`src/design/svc_pkg.sv`:
```
// ---------------------------------------------------------------------------
// svc_pkg: shared types and constants of the stereo vari-mu compressor
// Payload structs, step codes of the sequencer, fixed-point constants and the
// sine table generator.
// ---------------------------------------------------------------------------
package svc_pkg;

   localparam int SAMPLE_BITS          = 24;
   localparam int SINE_TABLE_BITS_DEF  = 10;

   localparam int MAG_W     = 30;      // magnitude after makeup gain, Q.24
   localparam int SPEED_W   = 48;      // speed, Q24.24
   localparam int COEFF_W   = 31;      // coefficient, Q.30, at most 1.0
   localparam int THR_W     = 25;
   localparam int ROOT_W    = 32;
   localparam int SINE_W    = 31;

   localparam int DIV_NUM_W = 80;
   localparam int DIV_DEN_W = 48;
   localparam int DIV_Q_W   = 64;
   localparam int DIV_CNT_W = 7;

   localparam logic [63:0] ONE_Q16         = 64'd1 << 16;
   localparam logic [63:0] ONE_Q20         = 64'd1 << 20;
   localparam logic [63:0] ONE_Q24         = 64'd1 << 24;
   localparam logic [63:0] ONE_Q30         = 64'd1 << 30;
   localparam logic [63:0] SPEED_MAX       = (64'd1 << 48) - 64'd1;
   localparam logic [63:0] SPEED_RESET     = 64'd10000 << 24;
   localparam logic [63:0] HALF_PI_Q24     = 64'd26353589;
   localparam logic [63:0] HALF_PI_Q30     = 64'd1686629713;
   localparam logic [31:0] TWO_OVER_PI_Q32 = 32'd2734261102;

   // division lengths in quotient bits
   localparam logic [DIV_CNT_W-1:0] DSTEPS_VARY = 7'd55;
   localparam logic [DIV_CNT_W-1:0] DSTEPS_ATT  = 7'd64;
   localparam logic [DIV_CNT_W-1:0] DSTEPS_REL  = 7'd55;
   localparam logic [DIV_CNT_W-1:0] DSTEPS_SPD  = 7'd79;

   // register indexes
   localparam logic [2:0] CSR_THRESHOLD   = 3'd0;
   localparam logic [2:0] CSR_MAKEUP_GAIN = 3'd1;
   localparam logic [2:0] CSR_RELEASE     = 3'd2;
   localparam logic [2:0] CSR_FASTEST     = 3'd3;
   localparam logic [2:0] CSR_MU_BLEND    = 3'd4;
   localparam logic [2:0] CSR_MU_SQUARE   = 3'd5;
   localparam logic [2:0] CSR_OUT_GAIN    = 3'd6;

   // sequencer steps
   localparam int STEP_W = 6;
   localparam logic [STEP_W-1:0] ST_IDLE     = 6'd0;
   localparam logic [STEP_W-1:0] ST_MUL_L    = 6'd1;
   localparam logic [STEP_W-1:0] ST_MUL_R    = 6'd2;
   localparam logic [STEP_W-1:0] ST_RND_R    = 6'd3;
   localparam logic [STEP_W-1:0] ST_SENSE    = 6'd4;
   localparam logic [STEP_W-1:0] ST_VARY_GO  = 6'd5;
   localparam logic [STEP_W-1:0] ST_VARY_WT  = 6'd6;
   localparam logic [STEP_W-1:0] ST_ATT_GO   = 6'd7;
   localparam logic [STEP_W-1:0] ST_ATT_WT   = 6'd8;
   localparam logic [STEP_W-1:0] ST_ATT_MUL  = 6'd9;
   localparam logic [STEP_W-1:0] ST_ADIV_GO  = 6'd10;
   localparam logic [STEP_W-1:0] ST_ADIV_WT  = 6'd11;
   localparam logic [STEP_W-1:0] ST_ADIV_GET = 6'd12;
   localparam logic [STEP_W-1:0] ST_REL1_GO  = 6'd13;
   localparam logic [STEP_W-1:0] ST_REL1_WT  = 6'd14;
   localparam logic [STEP_W-1:0] ST_REL2_GO  = 6'd15;
   localparam logic [STEP_W-1:0] ST_REL2_WT  = 6'd16;
   localparam logic [STEP_W-1:0] ST_REL_GET  = 6'd17;
   localparam logic [STEP_W-1:0] ST_SPD_MUL  = 6'd18;
   localparam logic [STEP_W-1:0] ST_SPD_GO   = 6'd19;
   localparam logic [STEP_W-1:0] ST_SPD_WT   = 6'd20;
   localparam logic [STEP_W-1:0] ST_SPD_GET  = 6'd21;
   localparam logic [STEP_W-1:0] ST_SHP_GO   = 6'd22;
   localparam logic [STEP_W-1:0] ST_SHP_WT   = 6'd23;
   localparam logic [STEP_W-1:0] ST_SHP_GET  = 6'd24;
   localparam logic [STEP_W-1:0] ST_BL1      = 6'd25;
   localparam logic [STEP_W-1:0] ST_BL2      = 6'd26;
   localparam logic [STEP_W-1:0] ST_BL3      = 6'd27;
   localparam logic [STEP_W-1:0] ST_CH_MUL   = 6'd28;
   localparam logic [STEP_W-1:0] ST_CH_OG    = 6'd29;
   localparam logic [STEP_W-1:0] ST_CH_Y     = 6'd30;
   localparam logic [STEP_W-1:0] ST_CH_IDX   = 6'd31;
   localparam logic [STEP_W-1:0] ST_CH_RA    = 6'd32;
   localparam logic [STEP_W-1:0] ST_CH_RB    = 6'd33;
   localparam logic [STEP_W-1:0] ST_CH_INT   = 6'd34;
   localparam logic [STEP_W-1:0] ST_CH_SIN   = 6'd35;
   localparam logic [STEP_W-1:0] ST_DONE     = 6'd36;

   typedef struct packed {
      logic signed [SAMPLE_BITS-1:0] left_sample;
      logic signed [SAMPLE_BITS-1:0] right_sample;
   } svc_req_type;

   typedef struct packed {
      logic signed [SAMPLE_BITS-1:0] left_out;
      logic signed [SAMPLE_BITS-1:0] right_out;
   } svc_rsp_type;

   typedef struct packed {
      logic [STEP_W-1:0] step;
      logic              load;
      logic              publish;
   } svc_cmd_type;

   typedef struct packed {
      logic above;
      logic div_done;
      logic sqrt_done;
      logic square_mode;
      logic ch_last;
   } svc_stat_type;

   // quarter-wave sine entry, Q.30, Taylor series up to x^13
   function automatic logic [SINE_W-1:0] sine_entry(input longint unsigned i,
                                                    input int unsigned tbits);
      longint unsigned x;
      longint unsigned x2;
      longint unsigned t;
      longint unsigned r;
      x  = (i * HALF_PI_Q30) >> tbits;
      x2 = (x * x) >> 30;
      t  = ONE_Q30;
      t  = ONE_Q30 - ((x2 * t) >> 30) / 156;
      t  = ONE_Q30 - ((x2 * t) >> 30) / 110;
      t  = ONE_Q30 - ((x2 * t) >> 30) / 72;
      t  = ONE_Q30 - ((x2 * t) >> 30) / 42;
      t  = ONE_Q30 - ((x2 * t) >> 30) / 20;
      t  = ONE_Q30 - ((x2 * t) >> 30) / 6;
      r  = (x * t) >> 30;
      return r[SINE_W-1:0];
   endfunction

endpackage

```
`src/design/svc_controller.sv`:
```
// ---------------------------------------------------------------------------
// svc_controller: step sequencer of the compressor
// Walks one item through the datapath and owns both handshakes.
// ---------------------------------------------------------------------------
module svc_controller (
   input  logic                     clock,
   input  logic                     reset,
   input  logic                     req_valid,
   output logic                     req_ready,
   output logic                     rsp_valid,
   input  logic                     rsp_ready,
   output svc_pkg::svc_cmd_type     cmd,
   input  svc_pkg::svc_stat_type    stat
);
   import svc_pkg::*;

   logic [STEP_W-1:0] state_ff, state_in;
   logic              rsp_valid_ff, rsp_valid_in;
   logic              load;
   logic              publish;

   always_comb begin
      state_in = state_ff;
      load     = 1'b0;
      publish  = 1'b0;
      case (state_ff)
         ST_IDLE: begin
            if (req_valid) begin
               load     = 1'b1;
               state_in = ST_MUL_L;
            end
         end
         ST_MUL_L:    state_in = ST_MUL_R;
         ST_MUL_R:    state_in = ST_RND_R;
         ST_RND_R:    state_in = ST_SENSE;
         ST_SENSE:    state_in = stat.above ? ST_VARY_GO : ST_REL1_GO;
         ST_VARY_GO:  state_in = ST_VARY_WT;
         ST_VARY_WT:  state_in = stat.div_done ? ST_ATT_GO : ST_VARY_WT;
         ST_ATT_GO:   state_in = ST_ATT_WT;
         ST_ATT_WT:   state_in = stat.sqrt_done ? ST_ATT_MUL : ST_ATT_WT;
         ST_ATT_MUL:  state_in = ST_ADIV_GO;
         ST_ADIV_GO:  state_in = ST_ADIV_WT;
         ST_ADIV_WT:  state_in = stat.div_done ? ST_ADIV_GET : ST_ADIV_WT;
         ST_ADIV_GET: state_in = ST_SPD_MUL;
         ST_REL1_GO:  state_in = ST_REL1_WT;
         ST_REL1_WT:  state_in = stat.div_done ? ST_REL2_GO : ST_REL1_WT;
         ST_REL2_GO:  state_in = ST_REL2_WT;
         ST_REL2_WT:  state_in = stat.div_done ? ST_REL_GET : ST_REL2_WT;
         ST_REL_GET:  state_in = ST_SPD_MUL;
         ST_SPD_MUL:  state_in = ST_SPD_GO;
         ST_SPD_GO:   state_in = ST_SPD_WT;
         ST_SPD_WT:   state_in = stat.div_done ? ST_SPD_GET : ST_SPD_WT;
         ST_SPD_GET:  state_in = ST_SHP_GO;
         ST_SHP_GO:   state_in = stat.square_mode ? ST_SHP_GET : ST_SHP_WT;
         ST_SHP_WT:   state_in = stat.sqrt_done ? ST_SHP_GET : ST_SHP_WT;
         ST_SHP_GET:  state_in = ST_BL1;
         ST_BL1:      state_in = ST_BL2;
         ST_BL2:      state_in = ST_BL3;
         ST_BL3:      state_in = ST_CH_MUL;
         ST_CH_MUL:   state_in = ST_CH_OG;
         ST_CH_OG:    state_in = ST_CH_Y;
         ST_CH_Y:     state_in = ST_CH_IDX;
         ST_CH_IDX:   state_in = ST_CH_RA;
         ST_CH_RA:    state_in = ST_CH_RB;
         ST_CH_RB:    state_in = ST_CH_INT;
         ST_CH_INT:   state_in = ST_CH_SIN;
         ST_CH_SIN:   state_in = stat.ch_last ? ST_DONE : ST_CH_MUL;
         ST_DONE: begin
            if (!rsp_valid_ff || rsp_ready) begin
               publish  = 1'b1;
               state_in = ST_IDLE;
            end
         end
         default:     state_in = ST_IDLE;
      endcase
      rsp_valid_in = publish ? 1'b1 : (rsp_ready ? 1'b0 : rsp_valid_ff);
   end

   always_ff @(posedge clock) begin
      if (reset) begin
         state_ff     <= ST_IDLE;
         rsp_valid_ff <= 1'b0;
      end else begin
         state_ff     <= state_in;
         rsp_valid_ff <= rsp_valid_in;
      end
   end

   assign req_ready   = (state_ff == ST_IDLE);
   assign rsp_valid   = rsp_valid_ff;
   assign cmd.step    = state_ff;
   assign cmd.load    = load;
   assign cmd.publish = publish;

endmodule

```
`config.mk`:
```
export PLATFORM = sky130hd
export DESIGN_NAME = svc_controller
export DESIGN_NICKNAME = d
export VERILOG_FILES = /design/src/design/svc_pkg.sv /design/src/design/svc_controller.sv
export SDC_FILE = /design/constraint.sdc
export NUM_CORES = 1
export LEC_CHECK = 0
export BUFFER_PORTS_ARGS = -buffer_cell sky130_fd_sc_hd__buf_2
export CORE_UTILIZATION = 45
export DETAILED_ROUTE_END_ITERATION = 8
export PLACE_DENSITY_LB_ADDON = 0.3
export SLEW_MARGIN = 20
export SYNTH_ARGS = -nofsm -noshare
export SYNTH_HDL_FRONTEND = slang
export SYNTH_SLANG_ARGS = --single-unit
```
`constraint.sdc`:
```
create_clock -name clock -period 1.4 [get_ports clock]
set_input_delay 0.35 -clock clock [delete_from_list [all_inputs] [get_ports clock]]
set_output_delay 0.35 -clock clock [all_outputs]
set_load 0.005 [all_outputs]
```
* Word-level counts from Yosys, hierarchy flattened
Cells that the tools add are included.
Cells by class: equal/unequal tests 38, muxes and demuxes 19, reductions and logical operators 6
Operators by type and width (number):
- $pmux 6 s36 | 1
- $eq 6x5->1 const B | 16
- $eq 6x4->1 const B | 8
- $eq 6x6->1 const B | 5
- $eq 6x3->1 const B | 4
- $mux 6 | 3
- $eq 6x2->1 const B | 2
- $mux 4 | 3
- $mux 1 | 11
- $eq 6x1->1 const B | 1
- $logic_not 6->1 | 1
- $ne 2x2->1 const B | 2
- $mux 3 | 1
- $reduce_and 2->1 | 1
- $reduce_bool 2->1 | 1
- $reduce_or 2->1 | 1
- $logic_not 1->1 | 1
- $logic_or 1x1->1 | 1
Storage, ports and cells: flip-flop bits (word level) 7, logic and storage cells 65, bits of input ports 9, output and inout bits 10

* Depth between registers and ports, before layout
Gate-level depths: netlist of the first run.
word-level depth 5, depth in mapped cells 5, depth with buffers taken out 4

* Worst setup path before layout of the first run
No wires, ideal clock.
kind register -> output, from reg state_ff[1], to out cmd[1] (netlist bit), path buffers 2, data required time 1.050 ns, cell stages (with the launch flop) 6, path slack -0.085 ns, arrival 1.135 ns, path through dfxtp_1 > buf_4 > nor2_1 > and3_1 > and2_1 > buf_4
Between the ends: word-level cells in the longest chain between the ends 2
RTL lines:
- start: declaration | RTL line svc_controller.sv:17 | logic [STEP_W-1:0] state_ff, state_in;
- start signal: assignment | RTL line svc_controller.sv:84 | state_ff <= state_in;
- $logic_not 6->1
- via req_ready | RTL line svc_controller.sv:9 | output logic req_ready,
- $mux 1 | RTL line svc_controller.sv:26 | case (state_ff)
- end: declaration | RTL line svc_controller.sv:12 | output svc_pkg::svc_cmd_type cmd,
The timed path passes the listed nets, and every way through them passes these cells.

==> out/metrics.csv, run 1 <==
metric;value;unit
htreeDepth;1;
port_buffers;18;
routed_wl;3.08;mm
drt_pre_antenna_iters;4;
drt-initial-drc-count;39;
synth.distinct_cells;42;
dieArea;1700;µm²
cts_hold_buf;0;
core;1370;µm²
ys_warn_count;0;
final_common_cell;buf_4;
track_usage;36.9;%
synth_compound_area_share;28.2;%
setup_violations;9;
required;1050;ps
cts_sinks;7;
synth-edff-count;0;
rows;13;
cts_buffer_depth;2;
violations;setup timing;
ys_async_sr_fraction;0;%
cts_buffers;3;
cts_tree;done;
clkTransAtPathRegs;60;ps
area_growth;78.7;%
drv_slew;0;
yosysSeqAreaShare;20.3;%
synth.area.mux_share;1.45;%
status;finished with violations;
finalNetCount;154;
hold_path.class;primary input to register;
syn_inst;90;
worstHoldPathCells;2;
worst_slack;-327;ps
r2r_slack;-170;ps
cp-endpoint;cmd[0];
powerDensity;1670;nW/µm²
avgSynthCellArea;7.69;µm²
drive_gt1_share;56.3;%
clock_latency;260;ps
timing.final.hold_violations;0;
critical_path.max_fanout;4;
crit_start;state_ff[0];
worst-setup-path-type;register to output pin;
synthSimpleGateAreaFrac;39.2;%
drcViolationCount;0;
grt_first_pass_wirelength;3.96;mm
synth-xor-area-share;1.27;%
clock.fmax;579;MHz
finClkSkew;1.43;ps
peakVddDrop;1350;µV
num_antenna_cells;0;
pin_count;19;
gp_congestion;0.988;
total_leakage_power;0.000574;µW
arrival;1380;ps
die_h;41.2;µm
grt_pass1_vias;881;
yosys_register_bits;7;
worstMarginPinSlew;354;ps
synth_fa_ha_area_share;0;%
synth_area;692;µm²
start_util;50.6;%
hold_ws;369;ps
grt_max_degree;11;
grt_overflow;0;
endpoint_kind;output pin;
synth_top_family_by_area;simple AND/OR/NAND/NOR gates;
via_per_inst;6.28;
grt_setup_unrepaired;yes;
antenna_found_initial;0;
fin_crit_sh;123;%
final_cell_mix;buf_4, buf_2, buf_6;
via_count;998;
synth_flop_cell;dfxtp_1;
synth_fp_nets;99;
reg2reg_to;state_ff[1];
root_buffer;clkbuf_4;
wire_per_inst;19.4;µm
fin_util;90.5;%
die_w;41.2;µm
cp-start-kind;register;
ant_nets;0;
place_ws;-135;ps
maxCapViolations;0;
slew_headroom;76.1;%
reg2reg_from;state_ff[4];
r2r_cells;7;
min_period;1730;ps
dpl.hpwl;1.65;mm
-- logic make-up (layout without fill, tap and decap cells) --
logic type      Yosys count  count (layout)
mux                       1               1
compound gates           27              27
xor+xnor                  1               1
simple gates             43              43
flops                     7               7
buf+inv                  11              65
-- flip-flops by register name, summed over array words and instances, names as in the netlist --
name,count
rsp_valid,1
state_ff,6
-- power breakdown --
part           total [µW]  switching [µW]  internal (µW)
logic                1500             687            815
clock network         198            88.7            110
registers             363            94.6            268
-- critical path: stages (launching register included) --
cell and delay [ps]:
dfxtp_2 340, buf_6 130, nor2_4 130, nand4_1 140, nor2b_1 210, buf_2 170
-- Yosys cell counts, types with 2 or more instances --
library cell | number | area share, %
a21oi_1 | 5 | 3.6
a221o_1 | 2 | 2.9
a31oi_1 | 2 | 1.8
a41o_1 | 2 | 2.9
a41oi_1 | 3 | 3.8
and2_1 | 2 | 1.8
buf_2 | 2 | 1.4
buf_4 | 4 | 4.3
dfxtp_1 | 7 | 20
inv_1 | 3 | 1.6
nand2_1 | 5 | 2.7
nand2b_1 | 4 | 3.6
nand3_1 | 2 | 1.4
nor2_1 | 4 | 2.2
nor2b_1 | 7 | 6.3
nor3_1 | 3 | 2.2
nor3b_1 | 3 | 3.3
o21ai_0 | 6 | 4.3
-- worst min-delay path by stage --
stage | start | end | slack (ps)
finish | reset | state_ff[3] | 370
CTS | reset | state_ff[3] | 350
global placement | rsp_valid | rsp_valid | 540
detailed placement | rsp_valid | rsp_valid | 550
global route | reset | state_ff[3] | 370
floorplan | reset | state_ff[1] | 410
-- area by class of cell --
cell class,count,area (µm²)
fillers,63,130
multi-input cells,72,582
clock buffers,4,26.3
flip-flops and latches,7,154
well taps,15,18.8
repair buffers,58,444
inverters,3,11.3
-- routing by layer --
layer	global-route usage [%]	part of all wire (%)
met1	43.7	38
met2	59.8	46
met3	9.78	11
met4	20.2	4.9
met5	0	0
-- repair_timing --
action,CTS,global route
buffers inserted,7,7
setup endpoints to repair,10,11
pin swaps,8,17
resized for setup,21,22
-- through the flow --
step / cell area (µm²) / instances / total power, µW / TNS (ps)
after floorplan: 699 / 90 / 925 / -18.9
after global placement: 955 / 142 / 1340 / -410
after detailed placement: 955 / 142 / 1370 / -488
after CTS: 1110 / 153 / 1750 / -649
after global routing: 1240 / 159 / 2170 / -1530
final: 1240 / 159 / 2060 / -1210
Note: power is estimated with default switching activity, not from simulation.
==> inputs of run 2 (changes only) <==
--- a/config.mk
+++ b/config.mk
@@ -5,7 +5,7 @@
 export SDC_FILE = /design/constraint.sdc
 export NUM_CORES = 1
 export LEC_CHECK = 0
-export BUFFER_PORTS_ARGS = -buffer_cell sky130_fd_sc_hd__buf_2
+export BUFFER_PORTS_ARGS = -buffer_cell sky130_fd_sc_hd__buf_4
 export CORE_UTILIZATION = 45
 export DETAILED_ROUTE_END_ITERATION = 8
 export PLACE_DENSITY_LB_ADDON = 0.3
==> out/metrics.csv, run 2 (synthesis gave the netlist of run 1 again) <==
metric;value;unit;change
worstMarginPinSlew;292;ps;-61.3 ps
peakVddDrop;1150;µV;-15%
root_buffer;clkbuf_4;;
final_common_cell;buf_4;;
grt_first_pass_wirelength;4.44;mm;+12%
endpoint_kind;output pin;;
critical_path.max_fanout;5;;+1
drt_pre_antenna_iters;5;;+1
cts_buffers;3;;unchanged
wire_per_inst;24.9;µm;+28%
die_h;41.2;µm;unchanged
port_buffers;18;;unchanged
slew_headroom;80.4;%;+4.3 points
top_register;state_ff;;
start_util;50.6;%;unchanged
track_usage;42.3;%;+5.4 points
clock_latency;300;ps;+40 ps
clock.fmax;568;MHz;-1.9%
via_per_inst;7.28;;+16%
fin_crit_sh;126;%;+2.4 points
area_growth;89.3;%;
pin_count;19;;unchanged
timing.final.hold_violations;0;;unchanged
min_period;1760;ps;+33.9 ps
cts_sinks;7;;unchanged
finClkSkew;22.1;ps;+20.6 ps
cts_hold_buf;0;;unchanged
clkTransAtPathRegs;80;ps;+20 ps
die_w;41.2;µm;unchanged
maxCapViolations;0;;unchanged
routed_wl;3.88;mm;+26%
required;1050;ps;about the same
dpl.hpwl;1.64;mm;-0.47%
drive_gt1_share;65.2;%;+9.0 points
largest_register_ffs;6;;unchanged
via_count;1136;;+14%
violations;setup timing;;
worst-setup-path-type;register to output pin;;
rows;13;;unchanged
gp_congestion;0.918;;-7.1%
core;1370;µm²;unchanged
total_leakage_power;0.000581;µW;+1.2%
final_cells;156;;-1.9%
finalNetCount;151;;-1.9%
drv_slew;0;;unchanged
hold_path.class;primary input to register;;
cts_buffer_depth;2;;unchanged
dp.cells;141;;-0.70%
setup_violations;10;;+1
worst_slack;-360;ps;-33.9 ps
hold_ws;284;ps;-84.9 ps
drcViolationCount;0;;unchanged
grt_setup_unrepaired;yes;;
dieArea;1700;µm²;unchanged
ant_nets;0;;unchanged
final_cell_mix;buf_4, buf_6, nor2b_1;;
grt_max_degree;17;;+6
arrival;1410;ps;+30 ps
htreeDepth;1;;unchanged
grt_pass1_vias;946;;+7.4%
powerDensity;1790;nW/µm²;+7.0%
grt_overflow;0;;unchanged
cts_tree;done;;
status;finished with violations;;
num_antenna_cells;0;;unchanged
cp-start-kind;register;;
drt-initial-drc-count;100;;+160%
antenna_found_initial;0;;unchanged
-- run 2: area by class of cell --
| cell class | count | area [µm²] |
|---|---|---|
| Clock buffer | 3 | 22.5 |
| Clock inverter | 1 | 5.00 |
| Fill cell | 29 | 56.3 |
| Inverter | 3 | 11.3 |
| Multi-Input combinational cell | 72 | 633 |
| Sequential cell | 7 | 158 |
| Tap cell | 15 | 18.8 |
| Timing Repair Buffer | 55 | 462 |
-- run 2: path summary, 6_finish.rpt --
kind | start | cells after the start | to | slack [ps]
worst min-delay path | reset | 2 | state_ff[5] | 280
worst max register to register | state_ff[0] | 5 | state_ff[2] | -270
worst min register to register | rsp_valid | 2 | rsp_valid | 670
worst max-delay path | state_ff[4] | 5 | cmd[0] | -360
-- run 2: repair_timing --
action                                  4_1_cts  5_1_grt
pin swaps                                    10        7
resized for setup                            26       29
setup buffers                                 8        3
endpoints found under the setup margin       10       11
-- run 2: worst max-delay path, stage by stage, from the launching register on --
cell and delay [ps]:
dfxtp_4 390, buf_6 130, nor2_4 110, nand4_1 140, nor2b_1 190, buf_4 150
-- run 2: where the power goes --
part | internal (µW) | leakage (µW) | switching [µW]
sequential | 273 | 0.0000608 | 116
clock | 106 | 0.0000177 | 120
combinational | 915 | 0.000502 | 809
total | 1290 | 0.000581 | 1040
-- run 2: per-layer routing --
metal  part of all wire (%)  track usage [%]  vias to the layer above  wire, µm
li1                       -                -                      439         -
met3                     13             17.9                       50       523
met5                      0                0                        -         0
met2                     43             67.2                      128      1670
met1                     34             44.1                      519      1340
met4                    9.0             30.6                        0       349
-- run 2: stage by stage --
step           utilization [%]  area (µm²)  total power (µW)  setup WS [ps]  setup TNS (ps)
6_report                  95.9        1310              2340           -360           -1530
5_1_grt                   95.9        1310              2390           -397           -1900
4_1_cts                   85.9        1170              1940           -229            -766
3_5_place_dp              72.6         992              1410           -139            -466
3_3_place_gp              72.6         992              1380           -118            -342
2_1_floorplan                -         699               925          -18.9           -18.9
